===== config.mk =====
export PLATFORM = sky130hd
export DESIGN_NAME = magnetometer_heading_hard_iron
export DESIGN_NICKNAME = d
export VERILOG_FILES = /design/src/hw/rtl/mhh_pkg.sv /design/src/hw/rtl/mhh_cordic.sv /design/src/hw/rtl/magnetometer_heading_hard_iron.sv
export VERILOG_INCLUDE_DIRS = /design/src /design/src/hw/rtl
export SDC_FILE = /design/constraint.sdc
export NUM_CORES = 1
export LEC_CHECK = 0
export BUFFER_PORTS_ARGS = -buffer_cell sky130_fd_sc_hd__buf_2
export CORE_AREA = 2 2 226 228
export CTS_CLUSTER_SIZE = 12
export DETAILED_ROUTE_END_ITERATION = 12
export DIE_AREA = 0 0 228 230
export PLACE_DENSITY = 0.8
export SLEW_MARGIN = 15
export SYNTH_ARGS = -nofsm -noshare
export SYNTH_HDL_FRONTEND = slang
export SYNTH_SLANG_ARGS = --single-unit

===== constraint.sdc =====
create_clock -name clock -period 10 [get_ports clock]
set_input_delay 1 -clock clock [delete_from_list [all_inputs] [get_ports clock]]
set_output_delay 1 -clock clock [all_outputs]
set_load 0.05 [all_outputs]

===== src/hw/rtl/magnetometer_heading_hard_iron_defines.svh =====
// assertion helpers used by the top-level rtl
`ifndef MAGNETOMETER_HEADING_HARD_IRON_DEFINES_SVH
`define MAGNETOMETER_HEADING_HARD_IRON_DEFINES_SVH

// same-cycle implication, checked while out of reset
`define MHH_ASSERT_NOW(label, clk, rst, ante, cons, msg) \
   label: assert property (@(posedge clk) disable iff (rst) (ante) |-> (cons)) else $error(msg);

// next-cycle implication, checked while out of reset
`define MHH_ASSERT_NEXT(label, clk, rst, ante, cons, msg) \
   label: assert property (@(posedge clk) disable iff (rst) (ante) |=> (cons)) else $error(msg);

`endif


===== src/hw/rtl/mhh_pkg.sv =====
package mhh_pkg;

   localparam int SAMPLE_BITS       = 18;
   localparam int CORDIC_STEPS      = 16;  // at most TAB_LEN
   localparam int HEADING_FRAC_BITS = 6;

   localparam int ANG_BITS      = 24;
   localparam int TAB_LEN       = 24;
   localparam int TAB_IDX_W     = 5;
   localparam int PRESCALE_BITS = 8;

   localparam int FIELD_W    = SAMPLE_BITS + 1;
   localparam int SUM_W      = SAMPLE_BITS + 2;
   localparam int HEADING_W  = 9 + HEADING_FRAC_BITS;
   localparam int CORDIC_W   = FIELD_W + PRESCALE_BITS + 3;
   localparam int Z_W        = 35;
   localparam int STEP_W     = (CORDIC_STEPS > 1) ? $clog2(CORDIC_STEPS) : 1;
   localparam int HEAD_SHIFT = ANG_BITS - HEADING_FRAC_BITS;

   localparam logic signed [Z_W-1:0] DEG180   = Z_W'(180) <<< ANG_BITS;
   localparam logic signed [Z_W-1:0] HALF_LSB = Z_W'(1) <<< (HEAD_SHIFT - 1);

   localparam logic [HEADING_W-1:0] HEADING_MID = HEADING_W'(180) << HEADING_FRAC_BITS;
   localparam logic [HEADING_W-1:0] HEADING_MAX = HEADING_W'(360) << HEADING_FRAC_BITS;

   localparam logic signed [FIELD_W-1:0] FIELD_LIMIT = FIELD_W'((1 << SAMPLE_BITS) - 1);

   localparam int CSR_ADDR_W = 3;
   localparam int CSR_DATA_W = 32;
   localparam logic [CSR_ADDR_W-1:0] ADDR_TRACK_ENABLE = CSR_ADDR_W'(0);

   typedef struct packed {
      logic              load;
      logic              rotate;
      logic [STEP_W-1:0] step;
   } cordic_ctl_type;

   // atan(2^-i) in 2^-24 degree
   function automatic logic signed [Z_W-1:0] atan_entry(input logic [TAB_IDX_W-1:0] idx);
      case (idx)
         5'd0:    return Z_W'(754974720);
         5'd1:    return Z_W'(445687602);
         5'd2:    return Z_W'(235489088);
         5'd3:    return Z_W'(119537938);
         5'd4:    return Z_W'(60000934);
         5'd5:    return Z_W'(30029717);
         5'd6:    return Z_W'(15018523);
         5'd7:    return Z_W'(7509720);
         5'd8:    return Z_W'(3754917);
         5'd9:    return Z_W'(1877466);
         5'd10:   return Z_W'(938734);
         5'd11:   return Z_W'(469367);
         5'd12:   return Z_W'(234684);
         5'd13:   return Z_W'(117342);
         5'd14:   return Z_W'(58671);
         5'd15:   return Z_W'(29335);
         5'd16:   return Z_W'(14668);
         5'd17:   return Z_W'(7334);
         5'd18:   return Z_W'(3667);
         5'd19:   return Z_W'(1833);
         5'd20:   return Z_W'(917);
         5'd21:   return Z_W'(458);
         5'd22:   return Z_W'(229);
         5'd23:   return Z_W'(115);
         default: return Z_W'(0);
      endcase
   endfunction

endpackage


===== src/hw/rtl/mhh_cordic.sv =====
module mhh_cordic (
   input  logic                                  clock,
   input  mhh_pkg::cordic_ctl_type               ctl,
   input  logic signed [mhh_pkg::FIELD_W-1:0]    field_x,
   input  logic signed [mhh_pkg::FIELD_W-1:0]    field_y,
   output logic [mhh_pkg::HEADING_W-1:0]         heading
);

   logic signed [mhh_pkg::CORDIC_W-1:0] a_ff, a_in, b_ff, b_in;
   logic signed [mhh_pkg::Z_W-1:0]      z_ff, z_in;
   logic                                zero_ff, zero_in;

   logic signed [mhh_pkg::CORDIC_W-1:0] sx, sy, da, db;
   logic signed [mhh_pkg::Z_W-1:0]      ang, hsum;

   assign sx  = mhh_pkg::CORDIC_W'(field_x) <<< mhh_pkg::PRESCALE_BITS;
   assign sy  = mhh_pkg::CORDIC_W'(field_y) <<< mhh_pkg::PRESCALE_BITS;
   assign da  = b_ff >>> ctl.step;
   assign db  = a_ff >>> ctl.step;
   assign ang = mhh_pkg::atan_entry(mhh_pkg::TAB_IDX_W'(ctl.step));

   always_comb begin
      a_in    = a_ff;
      b_in    = b_ff;
      z_in    = z_ff;
      zero_in = zero_ff;
      if (ctl.load) begin
         zero_in = (field_x == '0) && (field_y == '0);
         // pre-rotate by 180 degrees when the second coordinate (field_y) is positive
         if (field_y > 0) begin
            a_in = sy;
            b_in = -sx;
            z_in = (field_x >= 0) ? mhh_pkg::DEG180 : -mhh_pkg::DEG180;
         end else begin
            a_in = -sy;
            b_in = sx;
            z_in = '0;
         end
      end else if (ctl.rotate) begin
         if (b_ff > 0) begin
            a_in = a_ff + da;
            b_in = b_ff - db;
            z_in = z_ff + ang;
         end else begin
            a_in = a_ff - da;
            b_in = b_ff + db;
            z_in = z_ff - ang;
         end
      end
   end

   always_ff @(posedge clock) begin
      a_ff    <= a_in;
      b_ff    <= b_in;
      z_ff    <= z_in;
      zero_ff <= zero_in;
   end

   // shift to 0..360, clamp, round to nearest
   assign hsum = z_ff + (mhh_pkg::DEG180 + mhh_pkg::HALF_LSB);

   always_comb begin
      if (zero_ff) begin
         heading = mhh_pkg::HEADING_MID;
      end else if (z_ff < -mhh_pkg::DEG180) begin
         heading = '0;
      end else if (z_ff > mhh_pkg::DEG180) begin
         heading = mhh_pkg::HEADING_MAX;
      end else begin
         heading = hsum[mhh_pkg::HEAD_SHIFT +: mhh_pkg::HEADING_W];
      end
   end

endmodule


===== src/hw/rtl/magnetometer_heading_hard_iron.sv =====
// channel   direction  handshake             payload
// req       in         req_valid/req_ready   set_x/y/z, reset_x/y/z, restart_track
// rsp       out        rsp_valid/rsp_ready   field_x/y/z, heading, offset_x/y_sum
// csr       in/out     apb, pready tied high track_enable at byte address 0
//
// an item passes through accept, setup, one cordic rotation per cycle in the shared
// add/shift unit, and finish.
// req_ready is high only while idle; a finished item waits in the output register,
// and the next item may be accepted while it waits, but its finish stalls until
// the previous result is taken. synchronous active-high reset clears the control,
// track_enable and the min/max trackers.

`include "magnetometer_heading_hard_iron_defines.svh"

module magnetometer_heading_hard_iron (
   input  logic                                   clock,
   input  logic                                   reset,

   input  logic                                   req_valid,
   output logic                                   req_ready,
   input  logic [mhh_pkg::SAMPLE_BITS-1:0]        req_set_x,
   input  logic [mhh_pkg::SAMPLE_BITS-1:0]        req_set_y,
   input  logic [mhh_pkg::SAMPLE_BITS-1:0]        req_set_z,
   input  logic [mhh_pkg::SAMPLE_BITS-1:0]        req_reset_x,
   input  logic [mhh_pkg::SAMPLE_BITS-1:0]        req_reset_y,
   input  logic [mhh_pkg::SAMPLE_BITS-1:0]        req_reset_z,
   input  logic                                   req_restart_track,

   output logic                                   rsp_valid,
   input  logic                                   rsp_ready,
   output logic signed [mhh_pkg::FIELD_W-1:0]     rsp_field_x,
   output logic signed [mhh_pkg::FIELD_W-1:0]     rsp_field_y,
   output logic signed [mhh_pkg::FIELD_W-1:0]     rsp_field_z,
   output logic [mhh_pkg::HEADING_W-1:0]          rsp_heading,
   output logic signed [mhh_pkg::SUM_W-1:0]       rsp_offset_x_sum,
   output logic signed [mhh_pkg::SUM_W-1:0]       rsp_offset_y_sum,

   input  logic                                   csr_psel,
   input  logic                                   csr_penable,
   input  logic                                   csr_pwrite,
   input  logic [mhh_pkg::CSR_ADDR_W-1:0]         csr_paddr,
   input  logic [mhh_pkg::CSR_DATA_W-1:0]         csr_pwdata,
   output logic [mhh_pkg::CSR_DATA_W-1:0]         csr_prdata,
   output logic                                   csr_pready
);

   typedef enum logic [3:0] {
      ST_IDLE  = 4'b0001,
      ST_SETUP = 4'b0010,
      ST_ROT   = 4'b0100,
      ST_DONE  = 4'b1000
   } state_type;

   state_type state_ff, state_in;

   logic [mhh_pkg::STEP_W-1:0] step_ff, step_in;
   logic                       track_enable_ff, track_enable_in;

   // latched item
   logic signed [mhh_pkg::FIELD_W-1:0] fx_ff, fx_in, fy_ff, fy_in, fz_ff, fz_in;
   logic                               restart_ff, restart_in;

   // hard-iron trackers
   logic signed [mhh_pkg::FIELD_W-1:0] min_x_ff, min_x_in, max_x_ff, max_x_in;
   logic signed [mhh_pkg::FIELD_W-1:0] min_y_ff, min_y_in, max_y_ff, max_y_in;
   logic signed [mhh_pkg::FIELD_W-1:0] min_x_base, max_x_base, min_y_base, max_y_base;

   // result register
   logic                               rsp_valid_ff, rsp_valid_in;
   logic signed [mhh_pkg::FIELD_W-1:0] rsp_fx_ff, rsp_fy_ff, rsp_fz_ff;
   logic [mhh_pkg::HEADING_W-1:0]      rsp_head_ff;
   logic signed [mhh_pkg::SUM_W-1:0]   rsp_sx_ff, rsp_sy_ff;
   logic                               rsp_load;

   mhh_pkg::cordic_ctl_type        cordic_ctl;
   logic [mhh_pkg::HEADING_W-1:0]  cordic_heading;
   logic                           req_take, csr_write;

   assign req_ready = (state_ff == ST_IDLE);
   assign req_take  = req_valid && req_ready;

   // config port
   assign csr_pready = 1'b1;
   assign csr_write  = csr_psel && csr_penable && csr_pwrite && csr_pready;
   assign csr_prdata = (csr_paddr == mhh_pkg::ADDR_TRACK_ENABLE) ?
                       mhh_pkg::CSR_DATA_W'(track_enable_ff) : '0;

   always_comb begin
      track_enable_in = track_enable_ff;
      if (csr_write && (csr_paddr == mhh_pkg::ADDR_TRACK_ENABLE)) begin
         track_enable_in = csr_pwdata[0];
      end
   end

   // offset-cancelled fields, formed at accept
   always_comb begin
      fx_in      = fx_ff;
      fy_in      = fy_ff;
      fz_in      = fz_ff;
      restart_in = restart_ff;
      if (req_take) begin
         fx_in      = $signed({1'b0, req_set_x}) - $signed({1'b0, req_reset_x});
         fy_in      = $signed({1'b0, req_set_y}) - $signed({1'b0, req_reset_y});
         fz_in      = $signed({1'b0, req_set_z}) - $signed({1'b0, req_reset_z});
         restart_in = req_restart_track;
      end
   end

   // restart clears first, then the sample is tracked only when enabled
   assign min_x_base = restart_ff ? mhh_pkg::FIELD_LIMIT : min_x_ff;
   assign max_x_base = restart_ff ? -mhh_pkg::FIELD_LIMIT : max_x_ff;
   assign min_y_base = restart_ff ? mhh_pkg::FIELD_LIMIT : min_y_ff;
   assign max_y_base = restart_ff ? -mhh_pkg::FIELD_LIMIT : max_y_ff;

   always_comb begin
      min_x_in = min_x_ff;
      max_x_in = max_x_ff;
      min_y_in = min_y_ff;
      max_y_in = max_y_ff;
      if (state_ff == ST_SETUP) begin
         min_x_in = (track_enable_ff && (fx_ff < min_x_base)) ? fx_ff : min_x_base;
         max_x_in = (track_enable_ff && (fx_ff > max_x_base)) ? fx_ff : max_x_base;
         min_y_in = (track_enable_ff && (fy_ff < min_y_base)) ? fy_ff : min_y_base;
         max_y_in = (track_enable_ff && (fy_ff > max_y_base)) ? fy_ff : max_y_base;
      end
   end

   // sequencer
   always_comb begin
      state_in          = state_ff;
      step_in           = step_ff;
      cordic_ctl.load   = 1'b0;
      cordic_ctl.rotate = 1'b0;
      cordic_ctl.step   = step_ff;
      rsp_load          = 1'b0;
      case (state_ff)
         ST_IDLE: begin
            if (req_take) begin
               state_in = ST_SETUP;
            end
         end
         ST_SETUP: begin
            // pre-rotation and zero check into the cordic registers
            cordic_ctl.load = 1'b1;
            step_in         = '0;
            state_in        = ST_ROT;
         end
         ST_ROT: begin
            cordic_ctl.rotate = 1'b1;
            if (step_ff == mhh_pkg::STEP_W'(mhh_pkg::CORDIC_STEPS - 1)) begin
               state_in = ST_DONE;
            end else begin
               step_in = step_ff + 1'b1;
            end
         end
         ST_DONE: begin
            // hold until the output register is free
            if (!rsp_valid_ff || rsp_ready) begin
               rsp_load = 1'b1;
               state_in = ST_IDLE;
            end
         end
         default: begin
            state_in = ST_IDLE;
         end
      endcase
   end

   always_comb begin
      rsp_valid_in = rsp_valid_ff;
      if (rsp_load) begin
         rsp_valid_in = 1'b1;
      end else if (rsp_ready) begin
         rsp_valid_in = 1'b0;
      end
   end

   mhh_cordic u_cordic (
      .clock   (clock),
      .ctl     (cordic_ctl),
      .field_x (fx_ff),
      .field_y (fy_ff),
      .heading (cordic_heading)
   );

   always_ff @(posedge clock) begin
      if (reset) begin
         state_ff        <= ST_IDLE;
         step_ff         <= '0;
         track_enable_ff <= 1'b0;
         rsp_valid_ff    <= 1'b0;
         min_x_ff        <= mhh_pkg::FIELD_LIMIT;
         max_x_ff        <= -mhh_pkg::FIELD_LIMIT;
         min_y_ff        <= mhh_pkg::FIELD_LIMIT;
         max_y_ff        <= -mhh_pkg::FIELD_LIMIT;
      end else begin
         state_ff        <= state_in;
         step_ff         <= step_in;
         track_enable_ff <= track_enable_in;
         rsp_valid_ff    <= rsp_valid_in;
         min_x_ff        <= min_x_in;
         max_x_ff        <= max_x_in;
         min_y_ff        <= min_y_in;
         max_y_ff        <= max_y_in;
      end
   end

   // payload registers
   always_ff @(posedge clock) begin
      fx_ff      <= fx_in;
      fy_ff      <= fy_in;
      fz_ff      <= fz_in;
      restart_ff <= restart_in;
      if (rsp_load) begin
         rsp_fx_ff   <= fx_ff;
         rsp_fy_ff   <= fy_ff;
         rsp_fz_ff   <= fz_ff;
         rsp_head_ff <= cordic_heading;
         rsp_sx_ff   <= mhh_pkg::SUM_W'(max_x_ff) + mhh_pkg::SUM_W'(min_x_ff);
         rsp_sy_ff   <= mhh_pkg::SUM_W'(max_y_ff) + mhh_pkg::SUM_W'(min_y_ff);
      end
   end

   assign rsp_valid        = rsp_valid_ff;
   assign rsp_field_x      = rsp_fx_ff;
   assign rsp_field_y      = rsp_fy_ff;
   assign rsp_field_z      = rsp_fz_ff;
   assign rsp_heading      = rsp_head_ff;
   assign rsp_offset_x_sum = rsp_sx_ff;
   assign rsp_offset_y_sum = rsp_sy_ff;

   // checks

   // an accepted item always goes to setup next
   `MHH_ASSERT_NEXT(a_accept_setup, clock, reset, req_take, state_ff == ST_SETUP, "accept did not start setup")

   // a finished item never overwrites a result that is still waiting
   `MHH_ASSERT_NEXT(a_done_holds, clock, reset, (state_ff == ST_DONE) && rsp_valid_ff && !rsp_ready, state_ff == ST_DONE, "result overwritten while stalled")

   // heading stays within the full circle
   `MHH_ASSERT_NOW(a_heading_range, clock, reset, rsp_valid_ff, rsp_head_ff <= mhh_pkg::HEADING_MAX, "heading out of range")

   // the x tracker is either ordered or still cleared
   `MHH_ASSERT_NOW(a_track_order, clock, reset, 1'b1, (min_x_ff <= max_x_ff) || ((min_x_ff == mhh_pkg::FIELD_LIMIT) && (max_x_ff == -mhh_pkg::FIELD_LIMIT)), "x min above max")

endmodule

==> results of run 1 <==
==> synth_stat cells (all sizes together) (40+ instances only) <==
cell type  number  area, um^2
dfxtp         116        2320
inv           158         593
xnor2         149        1310
mux2i          56         561
mux4           49        1100
nand3          63         315
clkbuf         69         259
nand2         243         920
a21o           71         533
edfxtp        266        7990
buf            73         467
a21oi         188         952
o21a           42         315
a22o           40         350
o21ai         200        1000
nor3           63         320
ha            280        3500
xor2          108         946
nor2          338        1270
nor2b          40         250
==> layout by cell type, fill, tap and decap left out, types with 19 or more instances in the layout <==
cell type and count:
a21oi_1 187, a22o_1 40, nor4_1 23, buf_4 24
inv_1 156, nand4_1 32, nor2b_1 39, a31oi_1 37
or3_1 32, o21bai_1 19, nand2_1 241, conb_1 32
o41ai_1 22, o22a_1 37, clkbuf_16 47, or2_2 21
nor3_1 60, and2_1 24, a21o_1 71, nor2_1 333
xnor2_1 149, nand3_1 63, ha_1 280, mux2_2 26
mux4_2 49, o21ai_0 190, xor2_1 108, o31ai_1 30
o21a_1 42, mux2i_1 56, edfxtp_1 266, dfxtp_1 112
nand2b_1 26, buf_2 234, a211oi_1 26
==> logic make-up (layout without fill, tap and decap cells) <==
family	Yosys count	in the layout	share of synthesized area (%)
AOI/OAI and AO/OA	848	848	18.9
adders and majority gates	288	288	12.3
muxes	139	139	6.90
xor gates and xnor gates	257	257	7.56
and+or+nand+nor	965	965	15.3
DFF	382	382	34.6
buffers and inverters	301	499	4.44
other	2	32	0.0252
==> registers in the layout, indices dropped and copies added, names as in the netlist <==
name,count
rsp_heading,15
fx_ff,19
rsp_valid,1
u_cordic.zero_ff,1
track_enable_ff,1
rsp_field_z,19
min_x_ff,19
min_y_ff,19
max_y_ff,19
u_cordic.z_ff,35
rsp_offset_x_sum,20
fy_ff,19
u_cordic.a_ff,30
rsp_field_x,19
max_x_ff,19
rsp_field_y,19
fz_ff,19
rsp_offset_y_sum,20
restart_ff,1
u_cordic.b_ff,30
step_ff,4
u_cordic.ang,30
state_ff,4
==> layer usage <==
layer | track usage (%) | vias to the layer above | share of wire [%]
met3 | 5.18 | 274 | 7.0
met4 | 14.7 | 0 | 5.0
met5 | 0 | - | 0
li1 | - | 12100 | -
met1 | 34.7 | 12200 | 39
met2 | 53.2 | 1086 | 49
==> metrics by stage <==
step	hold WS [ns]	std cells
floorplan	0.400	3212
global placement	0.401	4000
detailed placement	0.405	4000
CTS	0.417	4082
global route	0.426	4082
finish	0.421	4082
==> worst max-delay path by stage <==
stage | start | end | slack, ns | cells past startpoint
finish | step_ff[0]$_SDFFE_PP0N_ | u_cordic.b_ff[29]$_DFFE_PN_ | 3.22 | 19
global route | step_ff[0]$_SDFFE_PP0N_ | u_cordic.b_ff[29]$_DFFE_PN_ | 2.66 | 19
CTS | step_ff[0]$_SDFFE_PP0N_ | u_cordic.b_ff[29]$_DFFE_PN_ | 3.30 | 19
detailed placement | step_ff[0]$_SDFFE_PP0N_ | u_cordic.b_ff[29]$_DFFE_PN_ | 3.25 | 19
global placement | step_ff[0]$_SDFFE_PP0N_ | u_cordic.b_ff[29]$_DFFE_PN_ | 3.43 | 19
floorplan | rsp_ready | rsp_field_x[0]$_DFFE_PP_ | 3.34 | 2
==> power by group through the flow <==
stage,combinational (uW),sequential (uW),clock [uW]
6_report,1680,2080,1620
5_1_grt,1860,2090,1700
4_1_cts,1650,2070,1640
3_5_place_dp,1640,2100,0
3_3_place_gp,1570,2100,0
2_1_floorplan,1310,2020,0
==> layout make-up <==
cell class / count / area, um^2
Clock buffer: 66 / 1330
Clock inverter: 16 / 135
Fill cell: 4008 / 17000
Multi-Input combinational cell: 2529 / 18300
Inverter: 159 / 597
Timing Repair Buffer: 258 / 1350
Sequential cell: 382 / 10300
Tap cell: 672 / 841
==> worst reg2reg max path: cells and delay by family (launching register included) <==
family	cells	cell delay [ns]
buffers and inverters	2	0.63
xor gates and xnor gates	2	0.29
and+or+nand+nor	3	0.81
adders and majority gates	1	0.35
muxes	2	0.92
DFF	1	0.89
AOI/OAI and AO/OA	9	2.69
==> results.py, run 1 <==
metrics = {
    "worst_hold_path": {
        "hold_end": "rsp_field_z[16]$_DFFE_PP_",
        "hp-start": "fz_ff[16]$_DFFE_PP_",
        "holdCritPathClass": "register to register",
        "holdPathStages": 0,
    },
    "sta": {
        "tightest_slew_ns": 1.02,
        "setup_tns_ns": 0,
        "slew_viol_final": 0,
        "min_period_ns": 6.78,
        "clock_skew_ns": 0.0632,
        "slew_headroom_pct": 31.9,
        "fin_ws_ns": 3.22,
        "finalSetupViolCount": 0,
        "hold_viol_final": 0,
        "period_share_pct": 67.8,
        "max_freq_mhz": 147,
        "rsz0062_at_grt": "false",
    },
    "clock_network": {
        "cts.clk_slew.worst_paths_ns": 0.07,
        "htreeDepth": 2,
        "clk_root_buffer_cell": "clkbuf_16",
        "postCtsResizedCells": 0,
        "cts.sinks": 382,
        "postCtsHoldBufs": 0,
        "clock_latency_ns": 0.62,
        "cts_tree": "done",
        "cts.path.max_buffers": 3,
        "cts_buffers": 44,
        "post_cts_buffers": 0,
    },
    "pwr": {
        "p_int_uw": 3520,
        "p_seq_share_pct": 38.7,
        "leakage_uw": 0.0133,
        "combPwrFrac_pct": 31.2,
        "total_power_uw": 5370,
        "p_switching_uw": 1850,
        "pwr_density_cell_nw_per_um2": 163,
        "clkPwrFrac_pct": 30.1,
        "switching_share_pct": 34.4,
        "vdd_ir_drop_max_uv": 144,
    },
    "synthesis": {
        "ys_ff_latch": 382,
        "synthDistinctLibCells": 96,
        "synthArstFlopShare_pct": 0,
        "ys_seq_area_share_pct": 34.6,
        "synthFlopType": "edfxtp_1",
        "avgSynthCellArea_um2": 9.36,
        "synth_edf_count": 266,
        "syn_area_um2": 29800,
        "synth_warnings": 0,
        "syn_inst": 3182,
    },
    "die": {
        "die_w_um": 228,
        "std_cell_rows": 82,
        "ios": 298,
        "die_y_um": 230,
        "die_area_um2": 52400,
        "design.core.area_um2": 49900,
        "start_util_pct": 59.7,
    },
    "cells_and_area": {
        "syn2layout_area_growth_pct": 10.4,
        "fin_util_pct": 65.9,
        "n_antenna_cell": 0,
        "postLayoutCellArea_um2": 32900,
        "drive_gt1_share_pct": 13.6,
        "nNetsFinal": 3813,
    },
    "worst_setup_path": {
        "critical_path_buf_inv_count": 2,
        "r2r_setup_slack_ns": 3.22,
        "path_class": "register to register",
        "cp_max_fo": 43,
        "critPathRequiredTime_ns": 10.35,
        "ff2ff_path_depth": 19,
        "start_kind": "register",
        "crit_path_max_incr_delay_ns": 0.89,
        "rr_endpoint": "u_cordic.b_ff[29]$_DFFE_PN_",
        "slowest_stage": "dfxtp_2",
        "cp_top_family": "compound AO/OA/AOI/OAI gates",
        "path_cells": "buf_4, mux4_2, mux2i_1, nand4_1, a21oi_4, nand2_1, o41ai_1, xnor2_1, ha_1, inv_1, nor4_1, a21oi_1, o31a_1, o21ai_0, a221oi_1, o31ai_1, o41a_1, xor2_1, a21boi_1",
        "cp-end-kind": "register",
        "critPathArrivalTime_ns": 7.13,
        "reg2reg_from": "step_ff[0]$_SDFFE_PP0N_",
    },
    "grt": {
        "grt_pass1_vias": 25300,
        "grt_pass1_wl_um": 128000,
        "grt_max_degree": 79,
        "grt_usage_pct": 29.9,
        "antenna_found_initial": 0,
        "grt-ovfl-total": 0,
    },
    "place": {
        "dpl_worst_slack_ns": 3.25,
        "gp_congestion": 0.949,
        "dp_hpwl_um": 60200,
        "numPortBuffers": 234,
        "place_area_um2": 31400,
    },
    "routing": {
        "routedWlPerCell_um": 19.8,
        "post-route-drc-count": 0,
        "routed_wl_um": 81000,
        "dr_total_vias": 25700,
        "drt-initial-drc-count": 2202,
        "vias_per_cell": 6.29,
        "drt.antenna.violating_nets": 0,
        "first_pass_iters": 6,
    },
    "status": {
        "status": "complete, no violations",
    },
    "flow_run": {
        "drv_cap": 0,
    },
}
No activity file was read; power rests on OpenSTA's default activity.
==> run 2, diff against run 1 <==
--- a/config.mk
+++ b/config.mk
@@ -6,12 +6,13 @@
 export SDC_FILE = /design/constraint.sdc
 export NUM_CORES = 1
 export LEC_CHECK = 0
+export ABC_AREA = 1
 export BUFFER_PORTS_ARGS = -buffer_cell sky130_fd_sc_hd__buf_2
-export CORE_AREA = 2 2 226 228
+export CORE_AREA = 2 2 241 243
 export CTS_CLUSTER_SIZE = 12
 export DETAILED_ROUTE_END_ITERATION = 12
-export DIE_AREA = 0 0 228 230
-export PLACE_DENSITY = 0.8
+export DIE_AREA = 0 0 243 245
+export PLACE_DENSITY = 0.78
 export SLEW_MARGIN = 15
 export SYNTH_ARGS = -nofsm -noshare
 export SYNTH_HDL_FRONTEND = slang
==> constraint.sdc (replaced) <==
create_clock -name clock -period 5.9 [get_ports clock]
set_input_delay 0.59 -clock clock [delete_from_list [all_inputs] [get_ports clock]]
set_output_delay 0.59 -clock clock [all_outputs]
set_load 0.05 [all_outputs]
==> results.py, run 2 <==
metrics = {
    "status": {
        "status": "complete, no violations",
    },
    "sta": {
        "setup_tns_ns": 0,
        "period_share_pct": 87.5,
        "clock_skew_ns": 0.0368,
        "max_freq_mhz": 194,
        "rsz0062_at_grt": "false",
        "slew_headroom_pct": 28.2,
        "hold_viol_final": 0,
        "finalSetupViolCount": 0,
        "tightest_slew_ns": 1.08,
        "holdWs_ns": 0.195,
        "min_period_ns": 5.16,
        "slew_viol_final": 0,
    },
    "worst_hold_path": {
        "hold_end": "restart_ff$_DFFE_PP_",
        "holdCritPathClass": "input port to register",
        "holdPathStages": 1,
        "hp-start": "req_restart_track",
    },
    "routing": {
        "dr_total_vias": 30300,
        "first_pass_iters": 8,
        "routedWlPerCell_um": 17.0,
        "drt.antenna.violating_nets": 0,
        "vias_per_cell": 5.74,
        "drt-initial-drc-count": 2706,
        "routed_wl_um": 90000,
        "post-route-drc-count": 0,
    },
    "flow_run": {
        "drv_cap": 0,
    },
    "die": {
        "ios": 298,
        "die_area_um2": 59500,
        "std_cell_rows": 88,
        "design.core.area_um2": 57000,
        "start_util_pct": 55.4,
        "die_y_um": 245,
        "die_w_um": 243,
    },
    "synthesis": {
        "synth_top_area_share_pct": 25.3,
        "syn_area_um2": 31600,
        "synth_common_cells": "nand2_1 (961), inv_1 (416), a21oi_1 (395)",
        "synthTopCellsByArea": "edfxtp_1 (25%), nand2_1 (11%), ha_1 (11%)",
        "synthFlopType": "edfxtp_1",
        "synth_most_common_cell": "nand2_1",
        "ys_ff_latch": 382,
        "synth_warnings": 0,
        "yosysTopAreaCell": "edfxtp_1",
        "synth_edf_count": 266,
        "ys_seq_area_share_pct": 32.6,
        "synthDistinctLibCells": 61,
        "avgSynthCellArea_um2": 7.34,
        "syn_inst": 4302,
        "synthArstFlopShare_pct": 0,
    },
    "worst_setup_path": {
        "rr_endpoint": "u_cordic.a_ff[27]$_DFFE_PN_",
        "critical_path_buf_inv_count": 2,
        "slowest_stage": "dfxtp_2",
        "ff2ff_path_depth": 28,
        "reg2reg_from": "step_ff[0]$_SDFFE_PP0N_",
        "cp-end-kind": "register",
        "cp_max_fo": 52,
        "start_kind": "register",
        "critPathRequiredTime_ns": 6.23,
        "cpMostUsedCell": "nand2_1",
        "crit_path_max_incr_delay_ns": 0.78,
        "critPathArrivalTime_ns": 5.49,
        "cp_top_family": "simple AND/OR/NAND/NOR gates",
        "path_class": "register to register",
        "r2r_setup_slack_ns": 0.74,
    },
    "cells_and_area": {
        "syn2layout_area_growth_pct": 10.0,
        "nNetsFinal": 4918,
        "drive_gt1_share_pct": 9.94,
        "final_common_cell": "nand2_1",
        "fillers": 5336,
        "largest_reg_flops": 35,
        "largest-register": "u_cordic.z_ff",
        "multi_input_area_um2": 19000,
        "n_antenna_cell": 0,
        "register_area_um2": 10300,
        "layout_common_cells": "nand2_1 (959), inv_1 (416), a21oi_1 (395), nand3_1 (361), nor2_1 (330)",
    },
    "grt": {
        "grt_usage_pct": 29.5,
        "grt_max_degree": 83,
        "grt_pass1_vias": 27900,
        "antenna_found_initial": 2,
        "grt_pass1_wl_um": 143000,
        "grt-ovfl-total": 0,
    },
    "clock_network": {
        "cts_buffers": 45,
        "post_cts_buffers": 0,
        "cts.clk_slew.worst_paths_ns": 0.07,
        "cts_tree": "done",
        "cts.sinks": 382,
        "clock_latency_ns": 0.61,
        "htreeDepth": 2,
        "postCtsResizedCells": 0,
        "postCtsHoldBufs": 0,
        "clk_root_buffer_cell": "clkbuf_16",
        "cts.path.max_buffers": 3,
    },
    "pwr": {
        "vdd_ir_drop_max_uv": 174,
        "pwr_density_cell_nw_per_um2": 241,
        "leakage_uw": 0.0160,
    },
    "place": {
        "dp_hpwl_um": 68600,
        "numPortBuffers": 234,
        "gp_congestion": 0.958,
    },
}
==> run 2: area by class of cell <==
| type | count | area share [%] |
|---|---|---|
| multi-input cells | 3361 | 54.5 |
| flip-flops and latches | 382 | 29.7 |
| repair buffers | 259 | 3.91 |
| clock buffers | 63 | 3.86 |
| well taps | 765 | 2.75 |
| inverters | 430 | 4.66 |
| clock inverters | 21 | 0.619 |
==> run 2: routing by layer <==
layer	global-route usage [%]	wire, um	up-vias
met1	39.9	39300	13800
met3	5.05	7400	186
met4	10.1	3030	2
met2	47.8	40200	1209
li1	-	-	15100
met5	0	16	-
==> run 2: worst max-delay path by stage <==
stage,startpoint,endpoint,slack [ns],cells past startpoint
2_1_floorplan,rsp_ready,rsp_field_x[0]$_DFFE_PP_,0.04,2
3_3_place_gp,step_ff[0]$_SDFFE_PP0N_,u_cordic.a_ff[27]$_DFFE_PN_,0.93,27
3_5_place_dp,step_ff[0]$_SDFFE_PP0N_,u_cordic.a_ff[27]$_DFFE_PN_,0.89,27
4_1_cts,step_ff[0]$_SDFFE_PP0N_,u_cordic.a_ff[27]$_DFFE_PN_,0.82,27
5_1_grt,step_ff[0]$_SDFFE_PP0N_,u_cordic.a_ff[27]$_DFFE_PN_,0.20,28
6_report,step_ff[0]$_SDFFE_PP0N_,u_cordic.a_ff[27]$_DFFE_PN_,0.74,28
==> run 2: power breakdown <==
group          total, uW  leakage, uW  internal, uW  switching, uW
combinational       2090       0.0119           714           1380
sequential          3350      0.00337          3140            208
clock               2930     0.000759          1730           1200
==> run 2: cells by family (layout without fill, tap and decap cells) <==
| kind of cell | Yosys count | in the layout | synth area share, % |
|---|---|---|---|
| AND/OR/NAND/NOR | 1920 | 1920 | 26.3 |
| AO/OA/AOI/OAI | 930 | 930 | 16.3 |
| buffers and inverters | 589 | 773 | 7.85 |
| flip-flops | 382 | 382 | 32.6 |
| adder cells (fa/ha/maj) | 288 | 288 | 11.6 |
| XOR/XNOR | 191 | 191 | 5.30 |
| other | 2 | 32 | 0.0238 |
==> run 2: through the flow <==
step | utilization [%] | cell area, um^2 | setup slack [ns] | total power [uW] | std cells
after CTS | 60.9 | 34800 | 0.825 | 8380 | 5281
final | 60.9 | 34800 | 0.740 | 8370 | 5281
after global placement | 58.2 | 33200 | 0.934 | 5400 | 5197
after global routing | 60.9 | 34800 | 0.195 | 8780 | 5281
after floorplan | - | 31700 | 0.0362 | 4880 | 4332
after detailed placement | 58.2 | 33200 | 0.893 | 5450 | 5197
